**config.mk**
```make
export PLATFORM = sky130hd
export DESIGN_NAME = voice_allocator_with_stealing_core
export DESIGN_NICKNAME = d
export VERILOG_FILES = /design/src/vas_pkg.sv /design/src/vas_ram.sv /design/src/vas_score.sv /design/src/voice_allocator_with_stealing_core.sv
export SDC_FILE = /design/constraint.sdc
export NUM_CORES = 1
export LEC_CHECK = 0
export ABC_AREA = 1
export BUFFER_PORTS_ARGS = -buffer_cell sky130_fd_sc_hd__buf_2
export CORE_ASPECT_RATIO = 0.7
export CORE_MARGIN = 2
export CORE_UTILIZATION = 35
export CTS_CLUSTER_SIZE = 28
export DETAILED_ROUTE_END_ITERATION = 8
export GPL_TIMING_DRIVEN = 1
export SYNTH_ARGS = -nofsm -noshare
export SYNTH_HDL_FRONTEND = slang
export SYNTH_SLANG_ARGS = --single-unit
```
**constraint.sdc**
```tcl
create_clock -name clk_i -period 6.7 [get_ports clk_i]
set_input_delay 0.335 -clock clk_i [delete_from_list [all_inputs] [get_ports clk_i]]
set_output_delay 0.335 -clock clk_i [all_outputs]
set_load 0.01 [all_outputs]
```
**src/vas_pkg.sv**
```systemverilog
// Types and constants shared by the voice allocator modules.
package vas_pkg;

  localparam logic [1:0] ACT_NOTE_ON  = 2'd0;
  localparam logic [1:0] ACT_NOTE_OFF = 2'd1;
  localparam logic [1:0] ACT_STATUS   = 2'd2;

  localparam int unsigned SCORE_W = 19;
  localparam logic signed [SCORE_W-1:0] KEY_SCORE = 19'sd6400;

  typedef struct packed {
    logic [1:0]         action;
    logic [6:0]         note;
    logic [6:0]         velocity;
    logic [11:0]        sample_offset;
    logic [3:0]         voice_select;
    logic               voice_active;
    logic signed [15:0] level_db;
  } vas_in_t;

  typedef struct packed {
    logic [1:0]  action_done;
    logic        voice_found;
    logic [3:0]  voice_index;
    logic [15:0] release_mask;
    logic [6:0]  note_out;
    logic [6:0]  velocity_out;
    logic [11:0] offset_out;
  } vas_out_t;

  typedef struct packed {
    logic clr;
    logic en;
  } vas_score_ctl_t;

endpackage

```
**src/vas_ram.sv**
```systemverilog
// Generic single-write, single-read RAM with registered read data.
module vas_ram #(
  parameter int unsigned WIDTH = 8,
  parameter int unsigned DEPTH = 16
) (
  input  logic                                    clk_i,
  input  logic                                    we_i,
  input  logic [(DEPTH > 1 ? $clog2(DEPTH) : 1)-1:0] waddr_i,
  input  logic [WIDTH-1:0]                        wdata_i,
  input  logic [(DEPTH > 1 ? $clog2(DEPTH) : 1)-1:0] raddr_i,
  output logic [WIDTH-1:0]                        rdata_o
);

  logic [WIDTH-1:0] mem_q [DEPTH];

  always_ff @(posedge clk_i) begin
    if (we_i) begin
      mem_q[waddr_i] <= wdata_i;
    end
    rdata_o <= mem_q[raddr_i];
  end

endmodule

```
**src/vas_score.sv**
```systemverilog
// Shared scoring unit: scores one voice per cycle and keeps the running best.
module vas_score #(
  parameter int unsigned IW = 4
) (
  input  logic                  clk_i,
  input  logic                  rst_ni,
  input  vas_pkg::vas_score_ctl_t ctl_i,
  input  logic                  key_held_i,
  input  logic                  same_note_i,
  input  logic signed [15:0]    level_i,
  input  logic [IW-1:0]         idx_i,
  output logic                  found_o,
  output logic [IW-1:0]         pick_o
);

  logic signed [vas_pkg::SCORE_W-1:0] best_q, best_d;
  logic signed [vas_pkg::SCORE_W-1:0] base_s, lvl4_s, score_s;
  logic                               found_q, found_d;
  logic [IW-1:0]                      pick_q, pick_d;

  always_comb begin
    base_s  = (key_held_i ? '0 : vas_pkg::KEY_SCORE) +
              (same_note_i ? vas_pkg::KEY_SCORE : '0);
    lvl4_s  = {level_i[15], level_i, 2'b00};
    score_s = base_s - lvl4_s;
    best_d  = best_q;
    found_d = found_q;
    pick_d  = pick_q;
    if (ctl_i.clr) begin
      best_d  = '0;
      found_d = 1'b0;
    end else if (ctl_i.en && (score_s > best_q)) begin
      best_d  = score_s;
      found_d = 1'b1;
      pick_d  = idx_i;
    end
  end

  always_ff @(posedge clk_i or negedge rst_ni) begin
    if (!rst_ni) begin
      best_q  <= '0;
      found_q <= 1'b0;
    end else begin
      best_q  <= best_d;
      found_q <= found_d;
    end
  end

  always_ff @(posedge clk_i) begin
    pick_q <= pick_d;
  end

  assign found_o = found_q;
  assign pick_o  = pick_q;

endmodule

```
**src/voice_allocator_with_stealing_core.sv**
```systemverilog
// Voice allocator with stealing: sequencer, voice flags and voice tables.
// Note on and note off: a scan of every voice from accept to result, one voice per
// cycle through the registered read port of the tables; note on also scores each one
// in the shared scoring unit. Status report and unused action skip the scan. One request
// is in work at a time; the next is accepted in the cycle the result is raised.
// Reset clears all voice flags and the table valid bits, so every voice reads as zero.
module voice_allocator_with_stealing_core #(
  parameter int unsigned NUM_VOICES = 16
) (
  input  logic             clk_i,
  input  logic             rst_ni,
  input  logic             in_valid_i,
  output logic             in_stall_o,
  input  vas_pkg::vas_in_t in_data_i,
  output logic             out_valid_o,
  input  logic             out_stall_i,
  output vas_pkg::vas_out_t out_data_o
);

  localparam int unsigned IW = (NUM_VOICES > 1) ? $clog2(NUM_VOICES) : 1;
  localparam logic [IW-1:0] LAST = IW'(NUM_VOICES - 1);

  localparam logic [1:0] ST_IDLE = 2'd0;
  localparam logic [1:0] ST_SCAN = 2'd1;
  localparam logic [1:0] ST_DONE = 2'd2;

  logic [1:0]            state_q, state_d;
  vas_pkg::vas_in_t      req_q, req_d;
  logic [IW-1:0]         cnt_q, cnt_d;
  logic                  iss_q, iss_d;
  logic                  p_vld_q, p_vld_d;
  logic [IW-1:0]         p_idx_q, p_idx_d;
  logic [NUM_VOICES-1:0] active_q, active_d;
  logic [NUM_VOICES-1:0] held_q, held_d;
  logic [NUM_VOICES-1:0] note_vld_q, note_vld_d;
  logic [NUM_VOICES-1:0] lvl_vld_q, lvl_vld_d;
  logic                  inact_found_q, inact_found_d;
  logic [IW-1:0]         inact_idx_q, inact_idx_d;
  logic [15:0]           mask_q, mask_d;
  logic                  out_vld_q, out_vld_d;
  vas_pkg::vas_out_t     out_q, out_d;

  logic                  note_we, lvl_we;
  logic [IW-1:0]         note_waddr, lvl_waddr;
  logic [6:0]            note_rdata, rnote;
  logic [15:0]           lvl_rdata;
  logic signed [15:0]    rlvl;
  logic                  same_note;
  vas_pkg::vas_score_ctl_t sc_ctl;
  logic                  sc_found;
  logic [IW-1:0]         sc_pick;
  logic [6:0]            sel_w, pidx_w, pick_w;
  logic                  sel_ok;
  logic [IW-1:0]         sel_idx;
  logic                  on_found;
  logic [IW-1:0]         on_pick;

  vas_ram #(.WIDTH(7), .DEPTH(NUM_VOICES)) u_note_ram (
    .clk_i   (clk_i),
    .we_i    (note_we),
    .waddr_i (note_waddr),
    .wdata_i (req_q.note),
    .raddr_i (cnt_q),
    .rdata_o (note_rdata)
  );

  vas_ram #(.WIDTH(16), .DEPTH(NUM_VOICES)) u_lvl_ram (
    .clk_i   (clk_i),
    .we_i    (lvl_we),
    .waddr_i (lvl_waddr),
    .wdata_i (in_data_i.level_db),
    .raddr_i (cnt_q),
    .rdata_o (lvl_rdata)
  );

  assign rnote     = note_vld_q[p_idx_q] ? note_rdata : 7'd0;
  assign rlvl      = lvl_vld_q[p_idx_q] ? $signed(lvl_rdata) : 16'sd0;
  assign same_note = (rnote == req_q.note);

  vas_score #(.IW(IW)) u_score (
    .clk_i       (clk_i),
    .rst_ni      (rst_ni),
    .ctl_i       (sc_ctl),
    .key_held_i  (held_q[p_idx_q]),
    .same_note_i (same_note),
    .level_i     (rlvl),
    .idx_i       (p_idx_q),
    .found_o     (sc_found),
    .pick_o      (sc_pick)
  );

  assign sel_w      = {3'b000, in_data_i.voice_select};
  assign sel_ok     = sel_w < 7'(NUM_VOICES);
  assign sel_idx    = sel_w[IW-1:0];
  assign pidx_w     = 7'(p_idx_q);
  assign on_found   = inact_found_q || sc_found;
  assign on_pick    = inact_found_q ? inact_idx_q : sc_pick;
  assign pick_w     = 7'(on_pick);
  assign note_waddr = on_pick;
  assign lvl_waddr  = sel_idx;

  always_comb begin
    state_d       = state_q;
    req_d         = req_q;
    cnt_d         = cnt_q;
    iss_d         = iss_q;
    p_vld_d       = 1'b0;
    p_idx_d       = p_idx_q;
    active_d      = active_q;
    held_d        = held_q;
    note_vld_d    = note_vld_q;
    lvl_vld_d     = lvl_vld_q;
    inact_found_d = inact_found_q;
    inact_idx_d   = inact_idx_q;
    mask_d        = mask_q;
    out_vld_d     = out_vld_q && out_stall_i;
    out_d         = out_q;
    note_we       = 1'b0;
    lvl_we        = 1'b0;
    sc_ctl        = '0;
    case (state_q)
      ST_IDLE: begin
        if (in_valid_i) begin
          req_d         = in_data_i;
          cnt_d         = '0;
          iss_d         = 1'b1;
          mask_d        = '0;
          inact_found_d = 1'b0;
          state_d       = ST_DONE;
          if (in_data_i.action inside {vas_pkg::ACT_NOTE_ON, vas_pkg::ACT_NOTE_OFF}) begin
            sc_ctl.clr = 1'b1;
            state_d    = ST_SCAN;
          end else if ((in_data_i.action == vas_pkg::ACT_STATUS) && sel_ok) begin
            active_d[sel_idx]  = in_data_i.voice_active;
            lvl_vld_d[sel_idx] = 1'b1;
            lvl_we             = 1'b1;
          end
        end
      end
      ST_SCAN: begin
        if (iss_q) begin
          p_vld_d = 1'b1;
          p_idx_d = cnt_q;
          if (cnt_q == LAST) begin
            iss_d = 1'b0;
          end else begin
            cnt_d = cnt_q + 1'b1;
          end
        end
        if (p_vld_q) begin
          if (req_q.action == vas_pkg::ACT_NOTE_ON) begin
            sc_ctl.en = 1'b1;
            if (!active_q[p_idx_q] && !inact_found_q) begin
              inact_found_d = 1'b1;
              inact_idx_d   = p_idx_q;
            end
          end else if (held_q[p_idx_q] && same_note) begin
            held_d[p_idx_q] = 1'b0;
            if (pidx_w < 7'd16) begin
              mask_d[pidx_w[3:0]] = 1'b1;
            end
          end
          if (p_idx_q == LAST) begin
            state_d = ST_DONE;
          end
        end
      end
      ST_DONE: begin
        if (!out_vld_q || !out_stall_i) begin
          out_vld_d         = 1'b1;
          out_d             = '0;
          out_d.action_done = req_q.action;
          case (req_q.action)
            vas_pkg::ACT_NOTE_ON: begin
              out_d.note_out     = req_q.note;
              out_d.velocity_out = req_q.velocity;
              out_d.offset_out   = req_q.sample_offset;
              if (on_found) begin
                out_d.voice_found    = 1'b1;
                out_d.voice_index    = pick_w[3:0];
                active_d[on_pick]    = 1'b1;
                held_d[on_pick]      = 1'b1;
                note_vld_d[on_pick]  = 1'b1;
                note_we              = 1'b1;
              end
            end
            vas_pkg::ACT_NOTE_OFF: begin
              out_d.release_mask = mask_q;
              out_d.note_out     = req_q.note;
              out_d.offset_out   = req_q.sample_offset;
            end
            default: begin
            end
          endcase
          state_d = ST_IDLE;
        end
      end
      default: begin
        state_d = ST_IDLE;
      end
    endcase
  end

  always_ff @(posedge clk_i or negedge rst_ni) begin
    if (!rst_ni) begin
      state_q       <= ST_IDLE;
      iss_q         <= 1'b0;
      p_vld_q       <= 1'b0;
      active_q      <= '0;
      held_q        <= '0;
      note_vld_q    <= '0;
      lvl_vld_q     <= '0;
      inact_found_q <= 1'b0;
      out_vld_q     <= 1'b0;
    end else begin
      state_q       <= state_d;
      iss_q         <= iss_d;
      p_vld_q       <= p_vld_d;
      active_q      <= active_d;
      held_q        <= held_d;
      note_vld_q    <= note_vld_d;
      lvl_vld_q     <= lvl_vld_d;
      inact_found_q <= inact_found_d;
      out_vld_q     <= out_vld_d;
    end
  end

  always_ff @(posedge clk_i) begin
    req_q       <= req_d;
    cnt_q       <= cnt_d;
    p_idx_q     <= p_idx_d;
    inact_idx_q <= inact_idx_d;
    mask_q      <= mask_d;
    out_q       <= out_d;
  end

  assign in_stall_o  = (state_q != ST_IDLE);
  assign out_valid_o = out_vld_q;
  assign out_data_o  = out_q;

  a_scan_action: assert property (@(posedge clk_i) disable iff (!rst_ni)
    (state_q == ST_SCAN) |->
      ((req_q.action == vas_pkg::ACT_NOTE_ON) || (req_q.action == vas_pkg::ACT_NOTE_OFF)))
    else $error("scan running for a request that needs none");

  a_pipe_in_scan: assert property (@(posedge clk_i) disable iff (!rst_ni)
    p_vld_q |-> (state_q == ST_SCAN))
    else $error("table read data outside the scan");

  a_result_from_done: assert property (@(posedge clk_i) disable iff (!rst_ni)
    $rose(out_valid_o) |-> ($past(state_q) == ST_DONE))
    else $error("result raised outside the done step");

  a_off_no_voice: assert property (@(posedge clk_i) disable iff (!rst_ni)
    (out_valid_o && (out_data_o.action_done != vas_pkg::ACT_NOTE_ON)) |->
      (!out_data_o.voice_found && (out_data_o.velocity_out == 7'd0)))
    else $error("voice fields set on a result that is not a note on");

  a_on_no_mask: assert property (@(posedge clk_i) disable iff (!rst_ni)
    (out_valid_o && (out_data_o.action_done != vas_pkg::ACT_NOTE_OFF)) |->
      (out_data_o.release_mask == 16'd0))
    else $error("release mask set on a result that is not a note off");

endmodule
```
==> flow_summary_export.csv, run 1 <==
group,metric,value,unit
route,wl,64.0,mm
sta,maxSlewHeadroom,0.142,
critical_path,worst-setup-path-type,"register to register",
cts,cts_resized,0,
floorplan,rows,81,
yosys,async_flop_share,0.150,
global_route,grt_pass1_wl,96.8,mm
yosys,synth.most_common_cell,"edfxtp_1",
yosys,ys_warn_count,0,
route,dr.pass1.iters,5,
floorplan,die_x,320,microns
route,initialDrtViolationCount,1444,
route,detail-route-antenna-nets,0,
global_route,grt.total_usage,0.174,
sta,hold_violations,0,
yosys,synth_top_cell_area_share,0.585,
route,via_per_inst,5.16,
route,route.vias.total,16639,
floorplan,fp.coreArea,69500,sq um
sta,setup_viol,0,
critical_path,r2r_cells,32,
sta,tightest_slew,1290,ps
sta,drv_slew,0,
critical_path,cp-start-kind,"register",
final_layout,fin_nets,2335,
cts,htreeDepth,2,
sta,fmax,165,MHz
sta,skew,51.9,ps
placed_design,dp_hpwl,39.7,mm
global_route,overflow,0,
yosys,syn_inst,2108,
critical_path,crit_required,6940,ps
cts,root_buffer,"clkbuf_16",
floorplan,ios,104,
yosys,ys_types,46,
critical_path,cpMaxStageDelayCell,"inv_1",
cts,clk_latency,650,ps
critical_path,cp-end-kind,"register",
final_layout,drive_gt1_frac,0.138,
placed_design,gp_congestion,0.915,
yosys,synth-edff-count,477,
cts,cts.sinks,588,
yosys,synth.cell_area,24500,sq um
global_route,grt_max_degree,188,
critical_path,slowest_delay,520,ps
yosys,synth_nets,2186,
critical_path,path_max_fanout,21,
placed_design,io_buffers,103,
sta,period_share,0.903,
hold_path,whs_path_depth,3,
floorplan,dieArea,72100,sq um
floorplan,die_h,225,microns
placed_design,pre_cts_slack,736,ps
critical_path,cp_common_cell,"nand2_1",
yosys,yosysSeqAreaShare,0.694,
critical_path,critPathArrivalTime,6300,ps
global_route,antenna_found_initial,3,
sta,fin_crit,6050,ps
cts,numCtsBuffers,59,
floorplan,start_util,0.352,
yosys,synth_largest_area_cell,"edfxtp_1",
cts,cts_buffer_depth,3,
final_layout,areaGrowthSynthToFinish,16.6,%
yosys,synth_common_cells,"477 x edfxtp_1, 338 x nor2_1, 331 x nand2_1",
outcome,status,"completed",
sta,rsz0062_at_grt,"no",
sta,worst_slack,647,ps
cts,cts_setup_buffers,0,
yosys,synth_flop_cell,"edfxtp_1",
power,peakVddDrop,269,uV
power,powerDensity,418,nW/um^2
yosys,syn_avg_cell_area,11.6,sq um
sta,fin_setup_tns,0,ps
hold_path,hold_class,"primary input to register",
cts,path_clk_slew,60,ps
power,p_leak,10.9,nW
cts,cts_tree,"done",
yosys,synth_area_leaders,"edfxtp_1 58%, dfrtp_1 9.0%, nor2_1 5.2%",
route,avgRoutedWirePerCell,19.8,microns
yosys,synth-seq-cells,588,
global_route,grt_pass1_vias,16180,
route,drcViolationCount,0,
run,cap_violations,0,
-- flip-flops by register name, summed over array words and instances, names as in the netlist, 17 cells and up --
register	cells
u_lvl_ram.mem_q	256
u_note_ram.mem_q	112
out_data_o	49
req_q	28
u_score.best_q	17
-- kinds of logic after synthesis --
logic type	Yosys count	synth area share
simple gates	848	0.144
flops	588	0.694
compound gates	343	0.0884
buf+inv	257	0.0418
mux	40	0.0163
fa+ha+maj	25	0.0137
xor+xnor	7	0.00250
-- worst max-delay path: cells and delay by family, from the launching register on --
kind                     cells  cell delay (ps)
adder cells (fa/ha/maj)      3             1080
flip-flops                   1              420
buffers and inverters        6             1320
AND/OR/NAND/NOR             21             2480
AO/OA/AOI/OAI                1              200
XOR/XNOR                     1              150
-- repair_timing --
item                                    in CTS  in global routing
hold buffers                                29                  0
endpoints found under the setup margin       0                  0
hold endpoints to repair                    38                  0
-- cell type report --
type / instances / area [sq um]
Sequential cell: 588 / 17000
Clock inverter: 41 / 435
Multi-Input combinational cell: 1263 / 6570
Inverter: 162 / 613
Tap cell: 913 / 1140
Fill cell: 6502 / 41000
Antenna cell: 2 / 5.00
Timing Repair Buffer: 183 / 1200
Clock buffer: 71 / 1590
-- final timing paths --
kind	startpoint	endpoint	slack, ps
setup / recovery	p_idx_q[0]	u_score.pick_o[1]	650
hold / removal	out_stall_i	out_valid_o	40
setup reg to reg	p_idx_q[0]	u_score.pick_o[1]	650
hold reg to reg	lvl_vld_q[12]	lvl_vld_q[12]	460
max in group asynchronous	rst_ni	held_q[3]	5300
min in group asynchronous	rst_ni	u_score.best_q[2]	110
-- power breakdown --
group,internal (mW),switching (mW)
Clock,1.97,1.44
Combinational,1.22,2.63
Sequential,4.44,0.237
-- cells in the final DEF (no fill, tap or decap), drive strengths merged, types with 32 or more instances in the layout --
cell,count
a21oi,43
clkbuf,71
inv,161
clkinv,32
mux2i,40
o21ai,164
dfrtp,88
nand2,339
nor2,342
o221ai,41
buf,154
edfxtp,477
nand3,100
o32ai,52
-- metrics by stage --
step	utilization	std cells	power, mW	hold slack [ps]	cell area (sq um)
floorplan	-	2108	7.32	39.4	24500
global placement	0.377	3080	8.47	177	26200
detailed placement	0.377	3080	8.56	178	26200
CTS	0.411	3221	12.0	16.5	28500
global route	0.411	3223	12.6	46.5	28500
finish	0.411	3223	11.9	41.8	28500
-- routing by layer --
layer / routed length [microns] / GRT usage
met1: 29800 / 0.256
met2: 29000 / 0.268
met3: 3930 / 0.0280
met4: 1260 / 0.0473
met5: 10 / 0
Power figures use the tool's default switching activity.
==> run 2: changes to the inputs <==
ABC_AREA = 0   (was 1)
==> run 2 against run 1 <==
Sequential power barely moved. Register-to-register slack got worse by 120 ps. Synthesized cell count fell by 34%. Hold slack improved by 11 ps. Non-clock buffer count fell by 25. Sequential share of layout area rose by 2.2 points. Core utilization rose by 0.16 points. Design area fell by 3.5%. Clock power fell by 11%. Largest power group unchanged.
==> flow_summary_export.csv, run 2 <==
group,metric,value,unit
outcome,status,"completed",
sta,skew,34.2,ps
cts,htreeDepth,2,
sta,hold_violations,0,
yosys,ys_warn_count,0,
critical_path,rrSetupSlack,530,ps
final_layout,largest-register,"u_lvl_ram.mem_q",
final_layout,fin_nets,1624,
cts,clk_latency,610,ps
floorplan,dieArea,70100,sq um
yosys,syn_avg_cell_area,17.1,sq um
yosys,synth.most_common_cell,"edfxtp_1",
critical_path,path_max_fanout,17,
sta,drv_slew,0,
route,route.vias.total,12993,
cts,cts_hold_buf,29,
yosys,synth_largest_area_cell,"edfxtp_1",
hold_path,whs_path_depth,3,
sta,fmax,162,MHz
floorplan,rows,79,
yosys,synth_flop_cell,"edfxtp_1",
placed_design,gp_congestion,0.869,
cts,cts.sinks,588,
cts,cts_setup_buffers,0,
critical_path,r2r_cells,21,
sta,tightest_slew,1160,ps
sta,finalHoldWorstSlack,53.2,ps
yosys,synth_nets,1470,
critical_path,worstReg2RegStart,"p_idx_q[1]",
cts,numCtsBuffers,56,
power,power.total,11.4,mW
sta,worst_slack,525,ps
final_layout,drive_gt1_frac,0.252,
sta,fin_setup_tns,0,ps
yosys,synth_area_leaders,"edfxtp_1 60%, mux4_2 12%, dfrtp_1 9.3%",
final_layout,areaGrowthSynthToFinish,15.7,%
critical_path,slowest_delay,680,ps
hold_path,min_from,"out_stall_i",
sta,setup_viol,0,
sta,fin_crit,6170,ps
final_layout,fin_util,0.412,
final_layout,regArea,17000,sq um
final_layout,final_common_cell,"edfxtp_1",
yosys,async_flop_share,0.150,
sta,maxSlewHeadroom,0.222,
floorplan,start_util,0.356,
hold_path,hold_class,"primary input to register",
floorplan,die_x,316,microns
sta,period_share,0.922,
critical_path,crit_required,6940,ps
critical_path,cpMaxStageDelayCell,"edfxtp_1",
cts,path_clk_slew,60,ps
placed_design,io_buffers,103,
global_route,grt_max_degree,96,
floorplan,fp.coreArea,66800,sq um
route,wl,56.2,mm
placed_design,dp_hpwl,34.2,mm
yosys,synth_top_cell_area_share,0.602,
floorplan,ios,104,
placed_design,pre_cts_slack,524,ps
route,dr.pass1.iters,5,
critical_path,reg2reg_to,"u_score.pick_o[3]",
yosys,yosysSeqAreaShare,0.714,
yosys,synth.cell_area,23800,sq um
hold_path,holdPathEnd,"out_valid_o",
critical_path,critPathArrivalTime,6410,ps
final_layout,multi_input_area,6540,sq um
floorplan,die_h,222,microns
cts,root_buffer,"clkbuf_16",
final_layout,largest_register_ff_count,256,
cts,cts_resized,0,
global_route,grt_pass1_wl,84.2,mm
global_route,grt_pass1_vias,12975,
yosys,synth-edff-count,477,
critical_path,cp-end-kind,"register",
route,drcViolationCount,0,
cts,cts_buffer_depth,3,
critical_path,worstSetupStartpoint,"p_idx_q[1]",
sta,rsz0062_at_grt,"no",
power,powerDensity,413,nW/um^2
critical_path,cp-start-kind,"register",
global_route,overflow,0,
global_route,grt.total_usage,0.161,
run,cap_violations,0,
yosys,syn_inst,1392,
yosys,synth-seq-cells,588,
route,via_per_inst,5.23,
cts,cts_tree,"done",
yosys,synth_common_cells,"477 x edfxtp_1, 125 x mux4_2, 101 x nor2_1",
yosys,ys_types,68,
power,peakVddDrop,285,uV
global_route,antenna_found_initial,6,
route,initialDrtViolationCount,1379,
final_layout,num-fill-cells,5995,
final_layout,final_cell_mix,"477 x edfxtp_1, 125 x mux4_2, 102 x buf_2",
critical_path,worst-setup-path-type,"register to register",
route,detail-route-antenna-nets,0,
route,avgRoutedWirePerCell,22.6,microns
power,p_leak,9.72,nW
critical_path,cp_cell_sequence,"mux4_2 > o211a_4 > o22ai_1 > a21oi_1 > nor4_1 > buf_4 > fa_1 > ha_1 > a21oi_1 > or2_2 > a21oi_2 > a41oi_1 > o21ba_2 > nor2_1 > ha_1 > and3_1 > nand3_1 > or2_0 > o2111ai_1 > o311ai_2 > inv_1",
==> run 2: cell types whose count changed in the layout (fill, tap and decap cells not counted), sizes merged, moves of 25 or more <==
cell / delta
mux2i: -26
buf: -25
o221ai: -41
and2: +25
o32ai: -50
inv: -125
nand3: -76
nor2: -241
nand2: -275
o21ai: -135
mux4: +127
nor2b: +31
==> run 2: worst max-delay path: cells and delay by family (launching register included) <==
kind / cells / cell delay, ps
and+or+nand+nor: 6 / 1300
AOI/OAI and AO/OA: 9 / 1780
muxes: 1 / 580
DFF: 1 / 680
buffers and inverters: 2 / 730
adders and majority gates: 3 / 720
==> run 2: logic make-up after synthesis <==
family	after synthesis	share of synthesized area
DFF	588	0.714
and+or+nand+nor	340	0.0716
AOI/OAI and AO/OA	185	0.0513
muxes	144	0.128
buffers and inverters	98	0.0171
adders and majority gates	25	0.0141
xor gates and xnor gates	12	0.00442
==> run 2: metal layers <==
metal / routed length [microns] / GRT usage / vias up / share of wire
li1: - / - / 5719 / -
met1: 26500 / 0.245 / 6738 / 0.47
met2: 24800 / 0.236 / 462 / 0.44
met3: 4060 / 0.0331 / 70 / 0.072
met4: 893 / 0.0361 / 4 / 0.016
met5: 21 / 0 / - / 0.00037
==> run 2: area by class of cell <==
class / instances / share of cell area
Antenna cell: 2 / 0.000182
Clock buffer: 92 / 0.0591
Clock inverter: 13 / 0.00445
Inverter: 36 / 0.00491
Multi-Input combinational cell: 706 / 0.237
Sequential cell: 588 / 0.617
Tap cell: 891 / 0.0405
Timing Repair Buffer: 158 / 0.0369
==> run 2: worst max-delay path by stage <==
stage | to | slack [ps] | depth (start not counted)
4_1_cts | u_score.pick_o[3] | 510 | 21
3_3_place_gp | u_score.pick_o[2] | 690 | 19
6_report | u_score.pick_o[3] | 530 | 21
3_5_place_dp | u_score.pick_o[3] | 520 | 21
5_1_grt | u_score.pick_o[3] | 40 | 23
2_1_floorplan | u_score.best_q[15] | 940 | 23
==> run 2: power by group <==
part	switching, mW	total (mW)	internal, mW
clock	1.33	3.02	1.70
sequential	0.297	4.70	4.40
combinational	2.02	3.64	1.62
total	3.64	11.4	7.72
==> run 2: through the flow <==
step | cell area [sq um] | std cells
6_report | 27500 | 2486
3_3_place_gp | 25500 | 2350
3_5_place_dp | 25500 | 2350
5_1_grt | 27500 | 2485
2_1_floorplan | 23800 | 1392
4_1_cts | 27500 | 2484
